### src/design/lfrs_pkg.sv
// ----------------------------------------------------------------------------
// lfrs_pkg
// Shared constants and controller/datapath interface types for the
// lowest-free resource scheduler.
// ----------------------------------------------------------------------------
package lfrs_pkg;

	// Number of resources and width of the stored free times.
	localparam int ROOMS     = 16;
	localparam int TIME_BITS = 40;

	// Field widths fixed by the interface.
	localparam int IN_W    = 20;
	localparam int COUNT_W = 20;
	localparam int CFG_W   = 5;
	localparam int ROOM_W  = (ROOMS > 1) ? $clog2(ROOMS) : 1;

	localparam logic [TIME_BITS-1:0] TIME_MAX  = '1;
	localparam logic [COUNT_W-1:0]   COUNT_MAX = '1;
	localparam logic [CFG_W-1:0]     ROOM_COUNT_RST = CFG_W'(16);

	// Commands from the controller to the datapath.
	typedef struct packed {
		logic              load;      // capture the job from the input port
		logic              rd_en;     // read the state memory
		logic              rd_pick;   // read address is the chosen room
		logic [ROOM_W-1:0] rd_idx;    // scan read address
		logic              cmp_scan;  // compare a free time against the start
		logic              cmp_top;   // compare a use count against the best
		logic [ROOM_W-1:0] cmp_idx;   // room index of the data being compared
		logic              calc_fin;  // choose the room and its finish time
		logic              write;     // write back free time and use count
		logic              out_load;  // load the output register
	} lfrs_cmd_t;

	// Status from the datapath to the controller.
	typedef struct packed {
		logic [ROOM_W-1:0] last_idx;  // highest room index in use
		logic              last_job;  // the job in flight is marked last
		logic              out_busy;  // output register holds a stalled result
	} lfrs_sts_t;

endpackage

### src/design/lfrs_ctrl.sv
// ----------------------------------------------------------------------------
// lfrs_ctrl
// Sequencer for the scheduler: scans free times, books the chosen room,
// optionally scans use counts, and hands the result to the output register.
// ----------------------------------------------------------------------------
module lfrs_ctrl (
	input  logic              clk,
	input  logic              arst_n,
	input  logic              in_valid,
	output logic              in_stall,
	input  lfrs_pkg::lfrs_sts_t sts,
	output lfrs_pkg::lfrs_cmd_t cmd
);
	import lfrs_pkg::*;

	localparam logic [3:0] ST_IDLE  = 4'd0;
	localparam logic [3:0] ST_SCAN  = 4'd1;
	localparam logic [3:0] ST_SCANE = 4'd2;
	localparam logic [3:0] ST_FIN   = 4'd3;
	localparam logic [3:0] ST_CRD   = 4'd4;
	localparam logic [3:0] ST_CWR   = 4'd5;
	localparam logic [3:0] ST_TOP   = 4'd6;
	localparam logic [3:0] ST_TOPE  = 4'd7;
	localparam logic [3:0] ST_DONE  = 4'd8;

	logic [3:0]        state_q, state_d;
	logic [ROOM_W-1:0] idx_q, idx_d;
	logic              cv_q;   // read data of a scan is valid this cycle
	logic [ROOM_W-1:0] ri_q;   // room index of that read data
	logic              accept;
	logic              scan_rd;

	assign in_stall = (state_q != ST_IDLE);
	assign accept   = in_valid && (state_q == ST_IDLE);
	assign scan_rd  = (state_q == ST_SCAN) || (state_q == ST_TOP);

	always_comb begin
		state_d = state_q;
		idx_d   = idx_q;
		unique case (state_q)
			ST_IDLE: begin
				if (accept) begin
					state_d = ST_SCAN;
					idx_d   = '0;
				end
			end
			ST_SCAN: begin
				if (idx_q == sts.last_idx) begin
					state_d = ST_SCANE;
				end else begin
					idx_d = idx_q + 1'b1;
				end
			end
			ST_SCANE: state_d = ST_FIN;
			ST_FIN:   state_d = ST_CRD;
			ST_CRD:   state_d = ST_CWR;
			ST_CWR: begin
				idx_d = '0;
				if (sts.last_job) begin
					state_d = ST_TOP;
				end else begin
					state_d = ST_DONE;
				end
			end
			ST_TOP: begin
				if (idx_q == sts.last_idx) begin
					state_d = ST_TOPE;
				end else begin
					idx_d = idx_q + 1'b1;
				end
			end
			ST_TOPE: state_d = ST_DONE;
			ST_DONE: begin
				if (!sts.out_busy) begin
					state_d = ST_IDLE;
				end
			end
			default: state_d = ST_IDLE;
		endcase
	end

	always_ff @(posedge clk or negedge arst_n) begin
		if (!arst_n) begin
			state_q <= ST_IDLE;
			idx_q   <= '0;
			cv_q    <= 1'b0;
			ri_q    <= '0;
		end else begin
			state_q <= state_d;
			idx_q   <= idx_d;
			cv_q    <= scan_rd;
			ri_q    <= idx_q;
		end
	end

	always_comb begin
		cmd.load     = accept;
		cmd.rd_en    = scan_rd || (state_q == ST_CRD);
		cmd.rd_pick  = (state_q == ST_CRD);
		cmd.rd_idx   = idx_q;
		cmd.cmp_scan = cv_q && ((state_q == ST_SCAN) || (state_q == ST_SCANE));
		cmd.cmp_top  = cv_q && ((state_q == ST_TOP) || (state_q == ST_TOPE));
		cmd.cmp_idx  = ri_q;
		cmd.calc_fin = (state_q == ST_FIN);
		cmd.write    = (state_q == ST_CWR);
		cmd.out_load = (state_q == ST_DONE) && !sts.out_busy;
	end

endmodule

### src/design/lfrs_dp.sv
// ----------------------------------------------------------------------------
// lfrs_dp
// Datapath: room state memory, scan comparators, finish time arithmetic,
// configuration register and the output register.
// ----------------------------------------------------------------------------
module lfrs_dp (
	input  logic                               clk,
	input  logic                               arst_n,
	input  lfrs_pkg::lfrs_cmd_t                cmd,
	output lfrs_pkg::lfrs_sts_t                sts,
	input  logic                               cfg_valid,
	input  logic [lfrs_pkg::CFG_W-1:0]         cfg_data,
	input  logic [lfrs_pkg::IN_W-1:0]          start_time,
	input  logic [lfrs_pkg::IN_W-1:0]          end_time,
	input  logic                               last,
	output logic                               out_valid,
	input  logic                               out_stall,
	output logic [lfrs_pkg::ROOM_W-1:0]        room,
	output logic [lfrs_pkg::TIME_BITS-1:0]     finish_time,
	output logic [lfrs_pkg::ROOM_W-1:0]        top_room,
	output logic                               done_res
);
	import lfrs_pkg::*;

	// State memory; entries read as zero until first written.
	logic [TIME_BITS-1:0] free_mem [ROOMS];
	logic [COUNT_W-1:0]   cnt_mem  [ROOMS];
	logic [ROOMS-1:0]     vld_q;

	logic [CFG_W-1:0]     room_count_q;
	logic [IN_W-1:0]      start_q;
	logic [IN_W-1:0]      end_q;
	logic [IN_W-1:0]      dur_q;
	logic                 last_q;

	logic [ROOM_W-1:0]    rd_addr;
	logic [TIME_BITS-1:0] rd_free_q;
	logic [COUNT_W-1:0]   rd_cnt_q;

	logic                 found_q;
	logic [ROOM_W-1:0]    scan_pick_q;
	logic [ROOM_W-1:0]    early_q;
	logic [TIME_BITS-1:0] early_val_q;
	logic [ROOM_W-1:0]    best_q;
	logic [COUNT_W-1:0]   best_cnt_q;
	logic [ROOM_W-1:0]    pick_q;
	logic [TIME_BITS-1:0] finish_q;

	logic [TIME_BITS-1:0] start_ext;
	logic                 is_free;
	logic [TIME_BITS:0]   delay_sum;
	logic                 out_valid_q;

	assign start_ext = TIME_BITS'(start_q);
	assign is_free   = (rd_free_q <= start_ext);
	assign delay_sum = {1'b0, early_val_q} + (TIME_BITS + 1)'(dur_q);
	assign rd_addr   = cmd.rd_pick ? pick_q : cmd.rd_idx;

	// Clamp the configured count to the rooms that exist.
	always_comb begin
		sts.last_job = last_q;
		sts.out_busy = out_valid_q && out_stall;
		if (room_count_q == '0) begin
			sts.last_idx = '0;
		end else if (int'(room_count_q) > ROOMS) begin
			sts.last_idx = ROOM_W'(ROOMS - 1);
		end else begin
			sts.last_idx = ROOM_W'(room_count_q - 1'b1);
		end
	end

	always_ff @(posedge clk or negedge arst_n) begin
		if (!arst_n) begin
			room_count_q <= ROOM_COUNT_RST;
		end else if (cfg_valid) begin
			room_count_q <= cfg_data;
		end
	end

	always_ff @(posedge clk) begin
		if (cmd.write) begin
			free_mem[pick_q] <= finish_q;
			cnt_mem[pick_q]  <= (rd_cnt_q == COUNT_MAX) ? rd_cnt_q : rd_cnt_q + 1'b1;
		end
		if (cmd.rd_en) begin
			rd_free_q <= vld_q[rd_addr] ? free_mem[rd_addr] : '0;
			rd_cnt_q  <= vld_q[rd_addr] ? cnt_mem[rd_addr] : '0;
		end
	end

	always_ff @(posedge clk or negedge arst_n) begin
		if (!arst_n) begin
			vld_q <= '0;
		end else if (cmd.write) begin
			vld_q[pick_q] <= 1'b1;
		end
	end

	always_ff @(posedge clk) begin
		if (cmd.load) begin
			start_q <= start_time;
			end_q   <= end_time;
			dur_q   <= (end_time > start_time) ? end_time - start_time : '0;
			last_q  <= last;
		end
		if (cmd.cmp_scan) begin
			if (cmd.cmp_idx == '0) begin
				found_q     <= is_free;
				scan_pick_q <= '0;
				early_q     <= '0;
				early_val_q <= rd_free_q;
			end else begin
				if (!found_q && is_free) begin
					found_q     <= 1'b1;
					scan_pick_q <= cmd.cmp_idx;
				end
				if (rd_free_q < early_val_q) begin
					early_q     <= cmd.cmp_idx;
					early_val_q <= rd_free_q;
				end
			end
		end
		if (cmd.cmp_top) begin
			if (cmd.cmp_idx == '0 || rd_cnt_q > best_cnt_q) begin
				best_q     <= cmd.cmp_idx;
				best_cnt_q <= rd_cnt_q;
			end
		end
		if (cmd.calc_fin) begin
			if (found_q) begin
				pick_q   <= scan_pick_q;
				finish_q <= TIME_BITS'(end_q);
			end else begin
				pick_q   <= early_q;
				finish_q <= delay_sum[TIME_BITS] ? TIME_MAX : delay_sum[TIME_BITS-1:0];
			end
		end
		if (cmd.out_load) begin
			room        <= pick_q;
			finish_time <= finish_q;
			top_room    <= last_q ? best_q : '0;
			done_res    <= last_q;
		end
	end

	always_ff @(posedge clk or negedge arst_n) begin
		if (!arst_n) begin
			out_valid_q <= 1'b0;
		end else if (cmd.out_load) begin
			out_valid_q <= 1'b1;
		end else if (!out_stall) begin
			out_valid_q <= 1'b0;
		end
	end

	assign out_valid = out_valid_q;

endmodule

### src/design/lowest_free_resource_scheduler.sv
// ----------------------------------------------------------------------------
// lowest_free_resource_scheduler
// Books each job on the lowest-numbered free room, or delays it onto the
// room that frees earliest, and reports booking and usage results.
// ----------------------------------------------------------------------------
// Each job runs from acceptance until the block returns to idle, and only
// then is the next job taken. The scan covers room_count rooms (clamped to
// 1..16). The room state memory has one read port: the free times are read
// one room per cycle, then the chosen room's use count is read and written
// back. A job marked last adds a second pass over the use counts to find
// the most used room. The result sits in an output register, so a stalled
// result does not hold off the next job; only the hand-off of the following
// result waits for it. Jobs are expected in ascending start order and are
// handled exactly as presented. Free times saturate at all ones and use
// counts at 2^20 - 1. The room count register may be written at any time
// the block has no job in flight and no result waiting; cfg_ready is always
// high. Room state is cleared only by reset.
// ----------------------------------------------------------------------------
module lowest_free_resource_scheduler (
	input  logic                           clk,
	input  logic                           arst_n,
	// Room count configuration channel.
	input  logic                           cfg_valid,
	output logic                           cfg_ready,
	input  logic [lfrs_pkg::CFG_W-1:0]     cfg_data,
	// Job input channel: a transaction completes when in_valid is high and
	// in_stall is low.
	input  logic                           in_valid,
	output logic                           in_stall,
	input  logic [lfrs_pkg::IN_W-1:0]      start_time,
	input  logic [lfrs_pkg::IN_W-1:0]      end_time,
	input  logic                           last,
	// Result output channel.
	output logic                           out_valid,
	input  logic                           out_stall,
	output logic [lfrs_pkg::ROOM_W-1:0]    room,
	output logic [lfrs_pkg::TIME_BITS-1:0] finish_time,
	output logic [lfrs_pkg::ROOM_W-1:0]    top_room,
	output logic                           done_res
);
	import lfrs_pkg::*;

	lfrs_cmd_t cmd;
	lfrs_sts_t sts;

	// The register is a plain flop, so a configuration transaction always
	// completes in the cycle that cfg_valid is high.
	assign cfg_ready = 1'b1;

	// The controller owns sequencing; it sees the datapath only through the
	// command and status structs.
	lfrs_ctrl u_ctrl (
		.clk      (clk),
		.arst_n   (arst_n),
		.in_valid (in_valid),
		.in_stall (in_stall),
		.sts      (sts),
		.cmd      (cmd)
	);

	lfrs_dp u_dp (
		.clk         (clk),
		.arst_n      (arst_n),
		.cmd         (cmd),
		.sts         (sts),
		.cfg_valid   (cfg_valid),
		.cfg_data    (cfg_data),
		.start_time  (start_time),
		.end_time    (end_time),
		.last        (last),
		.out_valid   (out_valid),
		.out_stall   (out_stall),
		.room        (room),
		.finish_time (finish_time),
		.top_room    (top_room),
		.done_res    (done_res)
	);

	// An accepted job keeps the input stalled for at least the next cycle.
	a_busy_after_accept: assert property (@(posedge clk) disable iff (!arst_n)
		(in_valid && !in_stall) |=> in_stall)
		else $error("input not stalled after a job was accepted");

	// The top room is reported only on the result of the last job.
	a_top_only_when_done: assert property (@(posedge clk) disable iff (!arst_n)
		(out_valid && !done_res) |-> (top_room == '0))
		else $error("top room nonzero on a result that is not the last");

	// Assigned and reported rooms lie within the rooms in use.
	a_room_in_range: assert property (@(posedge clk) disable iff (!arst_n)
		out_valid |-> ((room <= sts.last_idx) && (top_room <= sts.last_idx)))
		else $error("result names a room outside the configured count");

	// A new result is loaded only when the output register can take it.
	a_no_overwrite: assert property (@(posedge clk) disable iff (!arst_n)
		cmd.out_load |-> !(out_valid && out_stall))
		else $error("output register overwritten while stalled");

endmodule

### config.mk
export PLATFORM = sky130hd
export DESIGN_NAME = lowest_free_resource_scheduler
export DESIGN_NICKNAME = d
export VERILOG_FILES = /design/src/design/lfrs_pkg.sv /design/src/design/lfrs_ctrl.sv /design/src/design/lfrs_dp.sv /design/src/design/lowest_free_resource_scheduler.sv
export SDC_FILE = /design/constraint.sdc
export NUM_CORES = 2
export LEC_CHECK = 0
export BUFFER_PORTS_ARGS = -buffer_cell sky130_fd_sc_hd__buf_2
export CAP_MARGIN = 10
export CORE_UTILIZATION = 31
export DETAILED_ROUTE_END_ITERATION = 12
export SLEW_MARGIN = 20
export SYNTH_ARGS = -nofsm -noshare
export SYNTH_HDL_FRONTEND = slang
export SYNTH_SLANG_ARGS = --single-unit
### constraint.sdc
create_clock -name clk -period 9.5 [get_ports clk]
set_input_delay 1.9 -clock clk [delete_from_list [all_inputs] [get_ports clk]]
set_output_delay 1.9 -clock clk [all_outputs]
set_load 0.02 [all_outputs]
* Yosys cells after proc, flatten, opt, wreduce, memory -nomap -nowiden
Memory sizes are Yosys's and may differ from the RTL's. A register that Yosys moved wholly into a read port is not among the register bits.
Index checks and enable logic that the tools add are counted.
** Word-level totals
- Register bits after elaboration :: 262
- Bits in writable memories :: 960
- Output and inout port bits :: 52
- Memories kept :: 2
** Memory list
- u_dp.free_mem :: depth 16, bits a word 40, rd ports 1, clocked after Yosys merged registers in 1, wr ports 1, RTL line lfrs_dp.sv:26 : logic [TIME_BITS-1:0] free_mem [ROOMS];
- u_dp.cnt_mem :: depth 16, bits a word 20, rd ports 1, clocked after Yosys merged registers in 1, wr ports 1, RTL line lfrs_dp.sv:27 : logic [COUNT_W-1:0] cnt_mem [ROOMS];
** Operators by class
- Add/sub/neg operators :: 5
- Order comparisons :: 8
- Equality and inequality tests :: 16
- Muxes and demuxes :: 30
- Bitwise logic cells :: 1
- Reduce and logical (&&, ||, !) cells :: 29
** Operators by type and width (count)
- 40-bit two-way mux :: 3
- 4-bit two-way mux :: 13
- 40-bit by 20-bit adder with 41-bit output :: 1
- 20-bit > comparator :: 2
- 40-bit by 20-bit <= comparator with 1-bit output :: 1
- 40-bit < comparator :: 1
- 20-bit two-way mux :: 2
- 4-bit one-hot mux with 9 select lines :: 1
- 20-bit by 1-bit adder with 20-bit output (second input constant) :: 1
- 20-bit equality test (second input constant) :: 1
- 20-bit subtractor :: 1
- 4-bit by 3-bit equality test with 1-bit output (second input constant) :: 4
- 16-bit bitwise OR :: 1
- 4-bit one-hot mux with 3 select lines :: 1
- 4-bit by 5-bit < comparator with 1-bit output (second input constant) :: 2
- 4-bit by 2-bit equality test with 1-bit output (second input constant) :: 2
- 4-bit zero test :: 2
- 1-bit two-way mux :: 8
- 2-bit by 1-bit inequality test with 1-bit output (second input constant) :: 4
- 1-bit logical AND :: 7
- 2-bit AND reduction :: 3
- 5-bit > comparator (second input constant) :: 1
- 5-bit zero test :: 1
- 1-bit logical OR :: 5
- other kinds (16) :: 21

* Depth between registers and ports, before layout
- Word-level depth :: 6
- Gate-level depth with buffers :: 13

* By module
A second synthesis with hierarchy kept.
** Unflattened totals
- Cells, all modules :: 4072
- Area, all modules :: 54058.1 um^2
** By module, submodules not included
- lfrs_dp :: instances 1, cells each 3992, area an instance 53277.3 um^2, seq. area each 37997.7 um^2
- lfrs_ctrl :: instances 1, cells each 78, area an instance 769.5 um^2, seq. area each 325.3 um^2
- lowest_free_resource_scheduler :: instances 1, cells each 2, area an instance 11.3 um^2, seq. area each 0.0 um^2

* Least setup slack after synthesis
No wires, ideal clock.
- Kind :: reg2reg
- Start :: register u_ctrl.state_q[1]
- End :: register u_dp.vld_q[0]
- Arrival :: 5667 ps
- Data required time :: 9410 ps
- Setup slack :: 3743 ps
- Cell stages (with the launch flop) :: 7
- Buffers on the path :: 1
- Path through :: dfrtp_1 > buf_2 > nand2b_1 > nor3_1 > nand2b_1 > nor3_1 > or2_2
** Between the ends
- Longest elaborated chain between the ends :: 1
** RTL lines
- from (decl) :: RTL line lfrs_ctrl.sv:26 : logic [3:0] state_q, state_d;
- from (signal assigned) :: RTL line lfrs_ctrl.sv:89 : state_q <= state_d;
- 4-bit by 3-bit equality test with 1-bit output :: RTL line lfrs_ctrl.sv:105 : cmd.write = (state_q == ST_CWR);
- to (signal assigned) :: RTL line lfrs_dp.sv:93 : vld_q <= '0;
- to (signal, indexed assignment) :: RTL line lfrs_dp.sv:95 : vld_q[pick_q] <= 1'b1;
- to (decl) :: RTL line lfrs_dp.sv:28 : logic [ROOMS-1:0] vld_q;
Every way passes these cells.
A chain may end at the register's enable or synchronous reset.

* Final worst setup path
- Start :: register u_ctrl.state_q[2]
- End :: register u_dp.rd_free_q[34] (read register of u_dp.free_mem) (data pin)
** Between the ends
- Longest elaborated chain between the ends :: 5
- Elaborated cells between the ends (all ways) :: 9
- Those cells by class :: eq/ne: 3; mux: 3; reduce/logical: 3
** RTL lines
- 4-bit by 3-bit equality test with 1-bit output :: RTL line lfrs_ctrl.sv:98, lfrs_ctrl.sv:99
- 4-bit two-way mux :: RTL line lfrs_dp.sv:57 : assign rd_addr = cmd.rd_pick ? pick_q : cmd.rd_idx;
- 1-bit binary-select mux with 4-bit select :: RTL line lfrs_dp.sv:86 : rd_free_q <= vld_q[rd_addr] ? free_mem[rd_addr] : '0;
- 1-bit two-way mux (implied by the code) :: RTL line lfrs_dp.sv:86
- 1-bit zero test (no source line)
- to (decl) :: RTL line lfrs_dp.sv:37 : logic [TIME_BITS-1:0] rd_free_q;
Several ways; a longest one is shown, not always the timed one. The select of a mux whose other input is x is not followed.

==> flow_summary.json <==
{
  "final_common_cell": "edfxtp_1",
  "core_mm2": 0.172,
  "cts_buffers": 138,
  "finalInstanceArea_mm2": 0.0614,
  "tns_ns": 0,
  "drive_above_1_share_pct": 11.7,
  "ys_seq_area_share_pct": 71.1,
  "hold_violations": 0,
  "grt_pass1_vias": 32586,
  "critPathLaunchType": "register",
  "synth_edf_count": 1247,
  "yosysWarnings": 0,
  "crit_path_end_kind": "register",
  "cp_slowest_cell": "mux2i_4",
  "power_mw": 18.8,
  "required_ns": 10.07,
  "synth_seq_cells": 1282,
  "syn_inst": 4077,
  "die_area_mm2": 0.176,
  "wire_per_inst_um": 21.3,
  "worst_path_dominant_cell_family": "buffers and inverters",
  "powerDensity_mw_per_mm2": 306,
  "antenna_found_initial": 0,
  "max_freq_mhz": 205,
  "max_stage_delay_ns": 0.90,
  "critPathBufInv": 2,
  "cp_cell_sequence": "nand2b_4 > nor3_4 > mux2i_4 > buf_4 > buf_4 > nand2_1 > and3_1 > a311oi_1 > a31oi_1 > a211oi_2",
  "clock_latency_ns": 0.76,
  "nets": 4320,
  "ir_drop_mv": 0.309,
  "ant_nets": 0,
  "drt_iter0_drc": 3098,
  "fillers": 16371,
  "path_clk_slew_ns": 0.06,
  "vias": 33327,
  "dpl-instance-area_mm2": 0.0570,
  "initial_utilization_pct": 31.3,
  "hold_class": "register to register",
  "cts-resized-gates": 0,
  "num_rows": 152,
  "htree_levels": 4,
  "cp_common_cell": "buf_4",
  "drt_wl_total_mm": 140,
  "drv_cap": 0,
  "first_pass_iters": 5,
  "worst_pin_slew_ns": 1.13,
  "p_leak_nw": 21.5,
  "synth_ff_type": "edfxtp_1",
  "cts_buffer_depth": 3,
  "grt_use_total_pct": 15.7,
  "cp_max_fo": 70,
  "num_io_pins": 103,
  "path_class": "register to register",
  "async_reset_ff_share_pct": 2.73,
  "die_h_um": 419,
  "fin_skew_ns": 0.0275,
  "fin_crit_ns": 4.88,
  "synth_nets": 4252,
  "antenna_cells": 0,
  "cts_tree": "yes",
  "postLayoutCoreUtil_pct": 35.7,
  "slew_viol_final": 0,
  "cts.sinks": 1282,
  "status": "finished clean",
  "rsz0062_at_grt": "false",
  "hold_buffers": 0,
  "grt_max_degree": 184,
  "via_per_inst": 5.08,
  "areaGrowthSynthToFinish_pct": 13.8,
  "syn-cell-area_mm2": 0.0539,
  "grt_pass1_wl_mm": 208,
  "final_cell_mix": "edfxtp_1 (1247), nand2_1 (1036), nand3_1 (277)",
  "setup_viol": 0,
  "die_w_um": 419,
  "slew_headroom_pct": 24.6,
  "synth.distinct_cells": 84,
  "gr-total-overflow": 0,
  "port_buffers": 101,
  "crit_arrival_ns": 5.45,
  "post_cts_buffers": 0,
  "hpwl_mm": 74.5,
  "gp_congestion": 0.863,
  "avgSynthCellArea_um2": 13.2,
  "finalCritPeriodShare_pct": 51.3,
  "cts-root-buf": "clkbuf_16",
  "route.detailed.drc": 0
}
-- layer usage --
| metal | wire length, um | track usage (%) | up-vias |
|---|---|---|---|
| met4 | 3090 | 4.54 | 0 |
| met2 | 70100 | 27.1 | 976 |
| met3 | 7530 | 2.30 | 195 |
| met5 | 0 | 0 | - |
| li1 | - | - | 15290 |
| met1 | 58800 | 20.3 | 16866 |
-- stage by stage --
step / setup slack (ns) / hold WS [ns] / cells
final: 4.62 / 0.463 / 6563
after global routing: 4.26 / 0.468 / 6563
after CTS: 4.61 / 0.461 / 6563
after detailed placement: 4.65 / 0.448 / 6315
after global placement: 4.74 / 0.445 / 6315
after floorplan: 3.74 / 0.376 / 4077
-- sequential cells by signal, indices dropped and copies added (netlist names), 4 cells and up --
| signal | count |
|---|---|
| u_ctrl.ri_q | 4 |
| u_dp.rd_cnt_q | 20 |
| u_dp.room_count_q | 5 |
| u_dp.end_q | 20 |
| u_dp.finish_q | 40 |
| u_dp.top_room | 4 |
| u_dp.dur_q | 20 |
| u_dp.scan_pick_q | 4 |
| u_dp.rd_free_q | 40 |
| u_ctrl.idx_q | 4 |
| u_dp.pick_q | 4 |
| u_ctrl.state_q | 4 |
| u_dp.early_q | 4 |
| u_dp.cnt_mem | 320 |
| u_dp.vld_q | 16 |
| u_dp.early_val_q | 40 |
| u_dp.start_q | 20 |
| u_dp.free_mem | 640 |
| u_dp.room | 4 |
| u_dp.finish_time | 40 |
| u_dp.best_q | 4 |
| u_dp.best_cnt_q | 20 |
-- final timing paths --
kind / from / cells past startpoint / slack, ns / endpoint
max in group asynchronous: arst_n / 1 / 7.72 / u_dp.vld_q[9]$_DFFE_PN0P_
hold reg to reg: u_dp.vld_q[4]$_DFFE_PN0P_ / 1 / 0.46 / u_dp.vld_q[4]$_DFFE_PN0P_
setup reg to reg: u_ctrl.state_q[2]$_DFFE_PN0P_ / 10 / 4.62 / u_dp.rd_free_q[34]$_SDFFCE_PN0P_
hold / removal: u_dp.vld_q[4]$_DFFE_PN0P_ / 1 / 0.46 / u_dp.vld_q[4]$_DFFE_PN0P_
min in group asynchronous: arst_n / 1 / 1.25 / u_dp.room_count_q[0]$_DFFE_PN0P_
setup / recovery: u_ctrl.state_q[2]$_DFFE_PN0P_ / 10 / 4.62 / u_dp.rd_free_q[34]$_SDFFCE_PN0P_
-- layout make-up --
cell class | count | area (um^2) | share of cell area, %
inverters | 113 | 424 | 0.691
multi-input cells | 2449 | 14500 | 23.6
repair buffers | 161 | 1010 | 1.64
flip-flops and latches | 1282 | 38300 | 62.4
clock buffers | 179 | 3690 | 6.01
clock inverters | 69 | 592 | 0.964
well taps | 2310 | 2890 | 4.71
-- report_power, final --
group	total, mW	switching [mW]	internal, mW
logic	5.80	4.01	1.79
registers	7.85	0.583	7.27
clock network	5.12	2.22	2.90
-- kinds of logic after synthesis --
family | synth area share, %
AO/OA/AOI/OAI | 7.99
other | 0.00695
flip-flops | 71.1
adder cells (fa/ha/maj) | 2.94
AND/OR/NAND/NOR | 13.9
buffers and inverters | 2.71
multiplexers | 0.455
XOR/XNOR | 0.926
-- cell usage after synthesis (24+ instances only) --
library cell	count	area, um^2
buf_2	61	305
o21ai_0	42	210
ha_1	122	1530
a21oi_1	71	355
a31oi_1	73	457
edfxtp_1	1247	37400
nand2b_1	25	156
a311oi_1	181	1590
a21o_1	27	203
and3_1	130	813
nand4_1	24	150
nor2_1	101	379
xnor2_1	36	315
inv_1	113	424
nand3_1	277	1390
a211oi_2	60	751
nor3_1	30	150
nand2_1	1036	3890
clkbuf_1	153	574
dfrtp_1	34	851
Note: power is estimated with default switching activity, not from simulation.
